===== config.mk =====
export PLATFORM = sky130hd
export DESIGN_NAME = pending_query_id_table_core
export DESIGN_NICKNAME = d
export VERILOG_FILES = /design/src/hw/rtl/pqt_pkg.sv /design/src/hw/rtl/pqt_ram.sv /design/src/hw/rtl/pqt_ctrl.sv /design/src/hw/rtl/pqt_dp.sv /design/src/hw/rtl/pending_query_id_table_core.sv
export SDC_FILE = /design/constraint.sdc
export NUM_CORES = 1
export LEC_CHECK = 0
export ABC_AREA = 1
export BUFFER_PORTS_ARGS = -buffer_cell sky130_fd_sc_hd__buf_2
export CORE_AREA = 5 5 310 312
export DETAILED_ROUTE_END_ITERATION = 8
export DIE_AREA = 0 0 315 317
export GPL_TIMING_DRIVEN = 0
export PLACE_DENSITY_LB_ADDON = 0.15
export SLEW_MARGIN = 20
export SYNTH_ARGS = -nofsm -noshare
export SYNTH_HDL_FRONTEND = slang
export SYNTH_HIERARCHICAL = 1
export SYNTH_SLANG_ARGS = --single-unit

===== constraint.sdc =====
create_clock -name clk -period 6.2 [get_ports clk]
set_input_delay 0.31 -clock clk [delete_from_list [all_inputs] [get_ports clk]]
set_output_delay 0.31 -clock clk [all_outputs]
set_load 0.02 [all_outputs]

===== src/hw/rtl/pqt_pkg.sv =====
// ----------------------------------------------------------------------------
// Pending query table package
// Field widths, request and status codes, and the command and status
// bundles passed between the controller and the datapath.
// ----------------------------------------------------------------------------
package pqt_pkg;

  localparam int ID_W       = 16;
  localparam int IP_W       = 32;
  localparam int PORT_W     = 16;
  localparam int STATUS_W   = 2;
  localparam int SLOT_IDX_W = 6;

  // Request kinds
  typedef enum logic {
    REQ_INSERT = 1'b0,
    REQ_LOOKUP = 1'b1
  } req_t;

  // Result status codes
  typedef enum logic [STATUS_W-1:0] {
    ST_DONE = 2'd0,
    ST_FULL = 2'd1,
    ST_MISS = 2'd2
  } status_t;

  // Controller to datapath commands
  typedef struct packed {
    logic capture;   // latch the request
    logic match;     // register the per-slot match vector
    logic pick;      // register the lowest matching slot
    logic commit;    // update the slot, issue the RAM access
    logic load_out;  // load the result register
  } cmd_t;

  // Datapath to controller status
  typedef struct packed {
    logic hit;       // some slot matched in the registered vector
  } sts_t;

endpackage


===== src/hw/rtl/pqt_ram.sv =====
// ----------------------------------------------------------------------------
// Generic RAM
// One write port and one read port with registered read data.
// ----------------------------------------------------------------------------
module pqt_ram #(
  parameter int WIDTH = 48,
  parameter int DEPTH = 16
) (
  input  logic                                       clk,
  input  logic                                       we,
  input  logic [((DEPTH > 1) ? $clog2(DEPTH) : 1)-1:0] waddr,
  input  logic [WIDTH-1:0]                           wdata,
  input  logic [((DEPTH > 1) ? $clog2(DEPTH) : 1)-1:0] raddr,
  output logic [WIDTH-1:0]                           rdata
);

  logic [WIDTH-1:0] mem_r [DEPTH];

  // Write, then register the read word
  always_ff @(posedge clk) begin
    if (we) begin
      mem_r[waddr] <= wdata;
    end
    rdata <= mem_r[raddr];
  end

endmodule


===== src/hw/rtl/pqt_ctrl.sv =====
// ----------------------------------------------------------------------------
// Pending query table controller
// Steps each request through match, pick, commit (on a hit only) and
// finish, and owns the input ready and the output valid.
// ----------------------------------------------------------------------------
module pqt_ctrl (
  input  logic          clk,
  input  logic          rst_n,
  input  logic          in_valid,
  output logic          in_ready,
  output logic          out_valid,
  input  logic          out_ready,
  input  pqt_pkg::sts_t sts,
  output pqt_pkg::cmd_t cmd
);

  typedef enum logic [2:0] {
    S_IDLE,
    S_MATCH,
    S_PICK,
    S_COMMIT,
    S_FINISH
  } state_t;

  state_t state_r, state_nxt;
  logic   out_valid_r, out_valid_nxt;

  assign in_ready  = (state_r == S_IDLE);
  assign out_valid = out_valid_r;

  // Decode commands from the state
  always_comb begin
    cmd          = '0;
    cmd.capture  = in_valid && (state_r == S_IDLE);
    cmd.match    = (state_r == S_MATCH);
    cmd.pick     = (state_r == S_PICK);
    cmd.commit   = (state_r == S_COMMIT);
    cmd.load_out = (state_r == S_FINISH) && (!out_valid_r || out_ready);
  end

  // Next state
  always_comb begin
    state_nxt = state_r;
    unique case (state_r)
      S_IDLE:   if (in_valid) state_nxt = S_MATCH;
      S_MATCH:  state_nxt = S_PICK;
      S_PICK:   state_nxt = sts.hit ? S_COMMIT : S_FINISH;
      S_COMMIT: state_nxt = S_FINISH;
      S_FINISH: if (cmd.load_out) state_nxt = S_IDLE;
      default:  state_nxt = S_IDLE;
    endcase
  end

  // Hold the result valid until its transfer
  always_comb begin
    out_valid_nxt = out_valid_r;
    if (cmd.load_out) begin
      out_valid_nxt = 1'b1;
    end else if (out_ready) begin
      out_valid_nxt = 1'b0;
    end
  end

  always_ff @(posedge clk) begin
    if (!rst_n) begin
      state_r     <= S_IDLE;
      out_valid_r <= 1'b0;
    end else begin
      state_r     <= state_nxt;
      out_valid_r <= out_valid_nxt;
    end
  end

  // Never overwrite a result that has not been taken
  a_load_free: assert property (@(posedge clk) disable iff (!rst_n)
    cmd.load_out |-> (!out_valid_r || out_ready))
    else $error("result register overwritten");

  // A miss or full table never reaches the commit step
  a_commit_hit: assert property (@(posedge clk) disable iff (!rst_n)
    (state_r == S_PICK) && !sts.hit |=> (state_r == S_FINISH))
    else $error("commit without a matching slot");

  // A new request is taken only after the previous one finished
  a_one_item: assert property (@(posedge clk) disable iff (!rst_n)
    cmd.capture |=> (state_r == S_MATCH) && !in_ready)
    else $error("request taken while busy");

endmodule


===== src/hw/rtl/pqt_dp.sv =====
// ----------------------------------------------------------------------------
// Pending query table datapath
// Slot valid bits and identifiers in flops with a per-slot compare, a
// priority pick of the lowest matching slot, and a RAM for address and port.
// ----------------------------------------------------------------------------
module pqt_dp #(
  parameter int TABLE_SLOTS = 16
) (
  input  logic                                 clk,
  input  logic                                 rst_n,
  input  pqt_pkg::cmd_t                        cmd,
  output pqt_pkg::sts_t                        sts,
  input  logic                                 in_req_type,
  input  logic [pqt_pkg::ID_W-1:0]             in_query_id,
  input  logic [pqt_pkg::IP_W-1:0]             in_requester_ip,
  input  logic [pqt_pkg::PORT_W-1:0]           in_requester_port,
  output logic [pqt_pkg::STATUS_W-1:0]         out_status,
  output logic [pqt_pkg::SLOT_IDX_W-1:0]       out_slot_index,
  output logic [pqt_pkg::IP_W-1:0]             out_found_ip,
  output logic [pqt_pkg::PORT_W-1:0]           out_found_port
);

  localparam int IDX_W  = (TABLE_SLOTS > 1) ? $clog2(TABLE_SLOTS) : 1;
  localparam int DATA_W = pqt_pkg::IP_W + pqt_pkg::PORT_W;

  // Latched request
  pqt_pkg::req_t                 req_type_r;
  logic [pqt_pkg::ID_W-1:0]      req_id_r;
  logic [pqt_pkg::IP_W-1:0]      req_ip_r;
  logic [pqt_pkg::PORT_W-1:0]    req_port_r;

  // Slot state
  logic [TABLE_SLOTS-1:0]        valid_r;
  logic [pqt_pkg::ID_W-1:0]      slot_id_r [TABLE_SLOTS];

  logic [TABLE_SLOTS-1:0]        match_nxt, match_r;
  logic [IDX_W-1:0]              sel_nxt, sel_r;
  logic                          hit_nxt, hit_r;
  logic                          ram_we;
  logic [DATA_W-1:0]             ram_rdata;

  // Result register
  logic [pqt_pkg::STATUS_W-1:0]   status_r;
  logic [pqt_pkg::SLOT_IDX_W-1:0] slot_index_r;
  logic [pqt_pkg::IP_W-1:0]       found_ip_r;
  logic [pqt_pkg::PORT_W-1:0]     found_port_r;

  // Capture the request
  always_ff @(posedge clk) begin
    if (cmd.capture) begin
      req_type_r <= pqt_pkg::req_t'(in_req_type);
      req_id_r   <= in_query_id;
      req_ip_r   <= in_requester_ip;
      req_port_r <= in_requester_port;
    end
  end

  // Compare every slot: free slots for an insert, live matches for a lookup
  always_comb begin
    for (int i = 0; i < TABLE_SLOTS; i++) begin
      if (req_type_r == pqt_pkg::REQ_LOOKUP) begin
        match_nxt[i] = valid_r[i] && (slot_id_r[i] == req_id_r);
      end else begin
        match_nxt[i] = !valid_r[i];
      end
    end
  end

  // Pick the lowest set bit of the registered match vector
  always_comb begin
    sel_nxt = '0;
    hit_nxt = 1'b0;
    for (int i = TABLE_SLOTS - 1; i >= 0; i--) begin
      if (match_r[i]) begin
        sel_nxt = IDX_W'(i);
        hit_nxt = 1'b1;
      end
    end
  end

  assign sts.hit = hit_nxt;

  always_ff @(posedge clk) begin
    if (cmd.match) begin
      match_r <= match_nxt;
    end
    if (cmd.pick) begin
      sel_r <= sel_nxt;
      hit_r <= hit_nxt;
    end
  end

  // Commit: claim the slot on insert, release it on lookup
  always_ff @(posedge clk) begin
    if (!rst_n) begin
      valid_r <= '0;
    end else if (cmd.commit) begin
      valid_r[sel_r] <= (req_type_r == pqt_pkg::REQ_INSERT);
    end
  end

  always_ff @(posedge clk) begin
    if (cmd.commit && (req_type_r == pqt_pkg::REQ_INSERT)) begin
      slot_id_r[sel_r] <= req_id_r;
    end
  end

  assign ram_we = cmd.commit && (req_type_r == pqt_pkg::REQ_INSERT);

  pqt_ram #(
    .WIDTH (DATA_W),
    .DEPTH (TABLE_SLOTS)
  ) u_ram (
    .clk   (clk),
    .we    (ram_we),
    .waddr (sel_r),
    .wdata ({req_ip_r, req_port_r}),
    .raddr (sel_r),
    .rdata (ram_rdata)
  );

  // Load the result
  always_ff @(posedge clk) begin
    if (cmd.load_out) begin
      status_r     <= pqt_pkg::ST_DONE;
      slot_index_r <= '0;
      found_ip_r   <= '0;
      found_port_r <= '0;
      if (!hit_r) begin
        status_r <= (req_type_r == pqt_pkg::REQ_INSERT) ? pqt_pkg::ST_FULL
                                                        : pqt_pkg::ST_MISS;
      end else begin
        slot_index_r <= pqt_pkg::SLOT_IDX_W'(sel_r);
        if (req_type_r == pqt_pkg::REQ_LOOKUP) begin
          found_ip_r   <= ram_rdata[DATA_W-1:pqt_pkg::PORT_W];
          found_port_r <= ram_rdata[pqt_pkg::PORT_W-1:0];
        end
      end
    end
  end

  assign out_status     = status_r;
  assign out_slot_index = slot_index_r;
  assign out_found_ip   = found_ip_r;
  assign out_found_port = found_port_r;

  // An insert only ever claims a free slot
  a_insert_free: assert property (@(posedge clk) disable iff (!rst_n)
    cmd.commit && (req_type_r == pqt_pkg::REQ_INSERT) |-> !valid_r[sel_r])
    else $error("insert into a live slot");

  // A lookup releases a live slot with the wanted identifier
  a_lookup_live: assert property (@(posedge clk) disable iff (!rst_n)
    cmd.commit && (req_type_r == pqt_pkg::REQ_LOOKUP)
      |-> valid_r[sel_r] && (slot_id_r[sel_r] == req_id_r))
    else $error("release of a non-matching slot");

  // The released slot is free afterwards
  a_release: assert property (@(posedge clk) disable iff (!rst_n)
    cmd.commit && (req_type_r == pqt_pkg::REQ_LOOKUP) |=> !valid_r[$past(sel_r)])
    else $error("slot still live after release");

endmodule


===== src/hw/rtl/pending_query_id_table_core.sv =====
// ----------------------------------------------------------------------------
// Pending query identifier table
// Holds outstanding forwarded queries; inserts into the lowest free slot and
// releases the lowest live slot that matches a looked-up identifier.
//
//   Channel  Ports                                             Direction
//   in       in_valid/in_ready, in_req_type, in_query_id,      to block
//            in_requester_ip, in_requester_port
//   out      out_valid/out_ready, out_status, out_slot_index,  from block
//            out_found_ip, out_found_port
//
// A request passes from its transfer through match compare, priority pick,
// slot update with the RAM access and result load; a miss or full table
// skips the slot update. One request is in flight at a time, so a new
// request is taken only once the previous one has loaded its result.
// Reset clears all slot valid bits together; no clearing pass.
// A stalled result holds in the output register; the next request is still
// taken and waits in the finish step until the register frees.
// ----------------------------------------------------------------------------
module pending_query_id_table_core #(
  parameter int TABLE_SLOTS = 16
) (
  input  logic                           clk,
  input  logic                           rst_n,
  input  logic                           in_valid,
  output logic                           in_ready,
  input  logic                           in_req_type,
  input  logic [pqt_pkg::ID_W-1:0]       in_query_id,
  input  logic [pqt_pkg::IP_W-1:0]       in_requester_ip,
  input  logic [pqt_pkg::PORT_W-1:0]     in_requester_port,
  output logic                           out_valid,
  input  logic                           out_ready,
  output logic [pqt_pkg::STATUS_W-1:0]   out_status,
  output logic [pqt_pkg::SLOT_IDX_W-1:0] out_slot_index,
  output logic [pqt_pkg::IP_W-1:0]       out_found_ip,
  output logic [pqt_pkg::PORT_W-1:0]     out_found_port
);

  pqt_pkg::cmd_t cmd;
  pqt_pkg::sts_t sts;

  pqt_ctrl u_ctrl (
    .clk       (clk),
    .rst_n     (rst_n),
    .in_valid  (in_valid),
    .in_ready  (in_ready),
    .out_valid (out_valid),
    .out_ready (out_ready),
    .sts       (sts),
    .cmd       (cmd)
  );

  pqt_dp #(
    .TABLE_SLOTS (TABLE_SLOTS)
  ) u_dp (
    .clk               (clk),
    .rst_n             (rst_n),
    .cmd               (cmd),
    .sts               (sts),
    .in_req_type       (in_req_type),
    .in_query_id       (in_query_id),
    .in_requester_ip   (in_requester_ip),
    .in_requester_port (in_requester_port),
    .out_status        (out_status),
    .out_slot_index    (out_slot_index),
    .out_found_ip      (out_found_ip),
    .out_found_port    (out_found_port)
  );

endmodule

# Word-level counts from Yosys, hierarchy flattened

Memory sizes are Yosys's and may differ from the RTL's. A register that Yosys moved wholly into a read port is not among the register bits.
Index checks and enable logic that the tools add are counted.

Flip-flop bits (word level): 162
Bits in latches: 0
Memory bits (writable): 1024
Memory bits (read-only): 0
Input port bits: 69
Word-level logic and storage cells: 149
Memories: 2

Memory list:

| memory           | depth | bits a word | read ports | clocked after Yosys merged registers in | wr ports | RTL line      | RTL |
|---|---|---|---|---|---|---|---|
| u_dp.u_ram.mem_r | 16    | 48          | 1          | 1                                       | 1        | pqt_ram.sv:17 | `logic [WIDTH-1:0] mem_r [DEPTH];` |
| u_dp.slot_id_r   | 16    | 16          | 16         | 0                                       | 1        | pqt_dp.sv:34  | `logic [pqt_pkg::ID_W-1:0] slot_id_r [TABLE_SLOTS];` |

Add/subtract/negate cells: 0
$mul: 0
Div/mod/pow operators: 0
Magnitude comparators: 2
Equal/unequal tests: 22
Shifts and indexed selects: 0
Multiplexer cells: 59
Bitwise operators: 1
Reductions and logical operators: 45

Operators by type and width:

| cell                                                               | count |
|---|---|
| == test 16 bit                                                     | 16 |
| 2-to-1 mux 1 bit                                                   | 38 |
| 2-to-1 mux 4 bit                                                   | 8 |
| 2-to-1 mux 3 bit                                                   | 7 |
| logical AND 1 bit                                                  | 20 |
| logical NOT 1 bit                                                  | 17 |
| bitwise mux 16 bit                                                 | 1 |
| one-hot mux 3 bit (5 select lines)                                 | 1 |
| OR reduction 8 bit                                                 | 1 |
| == test 3 x 2 -> 1 bit (second input constant)                     | 2 |
| 2-to-1 mux 2 bit                                                   | 3 |
| less-than comparator 4 x 5 -> 1 bit (second input constant)        | 1 |
| demux 1 bit (select 4 bit)                                         | 1 |
| greater-or-equal comparator 4 x 1 -> 1 bit (second input constant) | 1 |
| != test 2 bit (second input constant)                              | 2 |
| AND reduction 2 bit                                                | 2 |
| OR reduction 4 bit                                                 | 1 |
| == test 3 x 1 -> 1 bit (second input constant)                     | 1 |
| == test 3 bit (second input constant)                              | 1 |
| logical NOT 3 bit                                                  | 1 |
| nonzero test 2 bit                                                 | 1 |
| OR reduction 2 bit                                                 | 1 |
| logical OR 1 bit                                                   | 1 |
| inverter 1 bit                                                     | 1 |

# Longest topological paths before layout

Word-level depth: 18
Mapped depth: 15
Mapped depth without buffers: 15

# By module

The synthesis kept the hierarchy.

By module, submodules not included:

| module   | times used | cells an instance | area an instance (µm²) | sequential area each (µm²) |
|---|---|---|---|---|
| pqt_ram  | 1          | 3165              | 33988.8                | 24023.0 |
| pqt_dp   | 1          | 1205              | 16588.4                | 12211.7 |
| pqt_ctrl | 1          | 36                | 231.5                  | 80.1 |

# Worst setup path before layout

No wires, ideal clock.

Path kind: reg-to-reg
From: reg u_ctrl.state_r[0]
To: reg u_dp/req_id_r[0] (netlist bit) (enable)
Setup time: 488 ps
Arrival: 3288 ps
Required time: 5712 ps
Setup slack: 2423 ps
Stages on the path, launching flop included: 4
Buffers on the path: 0
Period minus slack after synthesis: 3777 ps
Cell sequence: dfxtp_1 -> nor2_2 -> nand2_1 -> nor2_1

RTL lines:

| what                     | RTL line       | RTL |
|---|---|---|
| start: declaration       | pqt_ctrl.sv:25 | `state_t state_r, state_nxt;` |
| start signal: assignment | pqt_ctrl.sv:69 | `state_r <= state_nxt;` |
| end signal: assignment   | pqt_dp.sv:52   | `req_id_r <= in_query_id;` |
| end: declaration         | pqt_dp.sv:28   | `logic [pqt_pkg::ID_W-1:0] req_id_r;` |

# Worst setup path after layout

From: reg u_dp/req_id_r[14] (netlist bit)
To: reg u_dp.match_r[8], data pin

Longest elaborated chain between the ends: 3

RTL lines:

| what                   | RTL line     | RTL |
|---|---|---|
| == test 16 bit         | pqt_dp.sv:62 | `match_nxt[i] = valid_r[i] && (slot_id_r[i] == req_id_r);` |
| logical AND 1 bit      | pqt_dp.sv:62 |  |
| 2-to-1 mux 1 bit       | pqt_dp.sv:61 | `if (req_type_r == pqt_pkg::REQ_LOOKUP) begin` |
| via u_dp.match_nxt[8]  | pqt_dp.sv:36 | `logic [TABLE_SLOTS-1:0] match_nxt, match_r;` |
| end signal: assignment | pqt_dp.sv:85 | `match_r <= match_nxt;` |
| end: declaration       | pqt_dp.sv:36 |  |

The timed path passes the listed nets, and every way through them passes these cells.
A chain may end at the register's enable or synchronous reset.

==> impl_metrics.csv <==
group,metric,value,unit
run_status,status,"finished, violations left",
run_status,violations,"design-rule violations",
yosys,yosys.area.top_type_share,68.79,%
setup_path,worst_path_max_delay_cell,"edfxtp_1",
clocking,cts_root_buffer,"clkbuf_16",
timing,finalSetupViolCount,0,
timing,rsz0062_at_grt,"false",
timing,layout_setup_ws,3.232,ns
routing,drt-pass1-iter-count,9,
finish,syn_to_final_growth,16.42,%
clocking,cts_tree,"yes",
routing,routed_wl,134.0,mm
timing,fin_hold_ws,0.2830,ns
timing,post-route-period-util,47.87,%
yosys,synth-async-reset-ratio,0,%
timing,finalHoldViolCount,0,
finish,nNetsFinal,4857,
routing,drt-initial-drc-count,3776,
timing,clock-skew-final,0.02085,ns
setup_path,r2r_start,"u_dp/req_id_r[14]$_DFFE_PP_",
yosys,synth_warnings,6,
placed_design,dp_cells,5841,
timing,max_slew_margin,22.43,%
yosys,syn_area_per_cell,11.53,um2
routing,routedWlPerCell,21.78,um
grt,grt_max_degree,55,
clocking,clockBufferDepth,3,
setup_path,crit_required,6.75,ns
setup_path,setup.worst_path.end,"u_dp/match_r[8]$_DFFE_PP_",
setup_path,worstPathCellList,"buf_2, buf_4, xnor2_1, o2111ai_1, nor4_1, nand4_1, o21ai_0",
grt,grt_antenna_before_repair,2,
setup_path,start_kind,"flop",
floorplanning,core-area,92770,um2
yosys,synth_enable_flop_cells,1164,
yosys,syn-instance-count,4406,
hold_path,hold_path_class,"in2reg",
setup_path,r2r_cells,7,
setup_path,max_stage_delay,0.77,ns
clocking,clk_pin_slew,0.06,ns
floorplanning,initial_core_util,54.77,%
placed_design,gp_congestion,0.8702,
timing,final.min_clock_period,2.968,ns
finish,multiInputGateArea,10720,um2
setup_path,cp-end-kind,"flop",
finish,fin_area,59150,um2
clocking,h-tree-depth,4,
routing,route.detailed.drc,2,
timing,slew_viol_final,0,
routing,viasPerCell,5.403,
run,maxCapViolCount,0,
placed_design,dp_hpwl,88.69,mm
yosys,synth_cell_types,41,
yosys,synth_top_cell_by_area,"edfxtp_1",
grt,grt_overflow,0,
yosys,synth_area_leaders,"edfxtp_1, nand2_1, nand3_1",
yosys,synth.cell_area,50810,um2
floorplanning,io_pins,127,
finish,final_cells,6152,
timing,max_clock_freq,337.0,MHz
yosys,ys_ff_latch,1232,
floorplanning,rows,112,
finish,drive_gt1_share,12.09,%
power_and_ir_drop,ir_drop,0.2917,mV
floorplanning,dieArea,99860,um2
yosys,synth-main-ff-cell,"edfxtp_1",
placed_design,placed_area,54280,um2
yosys,synth_most_common_cell,"edfxtp_1",
power_and_ir_drop,cellPowerDensity,327.0,nW/um2
clocking,clock_latency,0.74,ns
power_and_ir_drop,power_leakage,23.77,nW
timing,max_slew.worst_pin.slew,1.163,ns
routing,vias,33240,
floorplanning,die_h,317,um
routing,ant_nets,0,
grt,grt_pass1_wl,197.2,mm
setup_path,crit_fanout,17,
setup_path,reg2reg_to,"u_dp/match_r[8]$_DFFE_PP_",
yosys,synth-seq-area-share,71.47,%
yosys,ys_top_cells_by_count,"edfxtp_1, nand2_1, inv_1",
clocking,numCtsBuffers,130,
placed_design,pre_cts_ws,3.175,ns
clocking,cts.sinks,1232,
finish,fillers,7037,
clocking,cts-resized-gates,0,
setup_path,crit_type,"reg2reg",
grt,grt_usage,26.80,%
setup_path,worstPathArrival,3.52,ns
grt,grt_pass1_vias,31860,
finish,seqCellArea,36310,um2
floorplanning,die_w,315,um
setup_path,setup.worst_path.start,"u_dp/req_id_r[14]$_DFFE_PP_",
setup_path,reg2reg_slack,3.23,ns
placed_design,io_buffers,124,
-- critical path: cells and delay by family, from the launching register on --
kind,cells,cell delay (ns)
AOI/OAI and AO/OA,2,0.35
xor gates and xnor gates,1,0.14
buffers and inverters,2,0.66
DFF,1,0.77
and+or+nand+nor,2,0.87
-- registers in the layout (all words and copies together), names as in the netlist --
register / cells
u_ctrl/out_valid: 1
u_ctrl/state_r: 3
u_dp/hit_r: 1
u_dp/match_r: 16
u_dp/out_found_ip: 32
u_dp/out_found_port: 16
u_dp/out_slot_index: 4
u_dp/out_status: 2
u_dp/req_id_r: 16
u_dp/req_ip_r: 32
u_dp/req_port_r: 16
u_dp/req_type_r: 1
u_dp/sel_r: 4
u_dp/slot_id_r: 256
u_dp/u_ram/mem_r: 768
u_dp/u_ram/rdata: 48
u_dp/valid_r: 16
-- logic make-up after synthesis --
family,count (synthesis),share of synthesized area [%]
AOI/OAI and AO/OA,156,1.940
xor gates and xnor gates,138,2.379
and+or+nand+nor,1970,16.39
other,1,0.007381
buffers and inverters,908,7.789
muxes,1,0.01970
DFF,1232,71.47
-- where the power goes --
group	internal (mW)	switching (mW)	total [mW]
Combinational	0.597	1.36	1.96
Clock	4.44	3.15	7.59
Sequential	9.49	0.307	9.80
-- routing by layer --
metal / vias to the layer above / share of wire, % / track usage, % / wire (um)
met5: - / 0 / 0 / 0
li1: 15400 / - / - / -
met3: 306 / 8.4 / 4.386 / 11300
met1: 15970 / 40 / 36.51 / 53860
met2: 1566 / 48 / 43.94 / 63740
met4: 0 / 3.8 / 10.35 / 5104
-- worst min-delay path by stage --
stage,startpoint,to,slack [ns],cells past startpoint
floorplan,in_query_id[0],u_dp/req_id_r[0]$_DFFE_PP_,0.41,0
global placement,u_dp/valid_r[12]$_SDFFE_PN0P_,u_dp/valid_r[12]$_SDFFE_PN0P_,0.45,2
detailed placement,u_dp/valid_r[6]$_SDFFE_PN0P_,u_dp/valid_r[6]$_SDFFE_PN0P_,0.46,2
CTS,in_query_id[5],u_dp/req_id_r[5]$_DFFE_PP_,0.24,2
global route,in_query_id[0],u_dp/req_id_r[0]$_DFFE_PP_,0.26,2
finish,in_requester_port[12],u_dp/req_port_r[12]$_DFFE_PP_,0.28,2
-- repair_timing --
item / in CTS / in global routing
setup buffers: 0 / 0
hold buffers: 69 / 0
endpoints found under the hold margin: 75 / 0
-- cell usage in the layout, fill, tap and decap left out, drive strengths merged, types with 32 or more instances in the layout --
cell type    instances
dfxtp               68
clkbuf             212
dlygate4sd3         69
inv                711
buf                356
xor2                68
clkinv              42
nor2               142
nand2             1157
nand3              601
xnor2               70
edfxtp            1164
o21ai               58
a21oi               32
-- per-stage QoR --
step | utilization (%) | TNS [ns] | power, mW
floorplan | - | 0 | 11.01
CTS | 63.76 | 0 | 19.46
detailed placement | 58.51 | 0 | 11.87
finish | 63.76 | 0 | 19.34
global route | 63.76 | 0 | 20.03
global placement | 57.13 | -51.44 | 11.82
-- area by class of cell --
| class | instances | area share [%] |
|---|---|---|
| inverter | 701 | 4.457 |
| clock inverter | 60 | 0.9265 |
| multi-input combinational | 2267 | 18.11 |
| buffer | 207 | 2.234 |
| antenna | 1 | 0.004230 |
| clock buffer | 181 | 6.136 |
| sequential | 1232 | 61.39 |
| timing repair buffer | 249 | 4.082 |
| tap | 1254 | 2.653 |
Note: power is estimated with default switching activity, not from simulation.
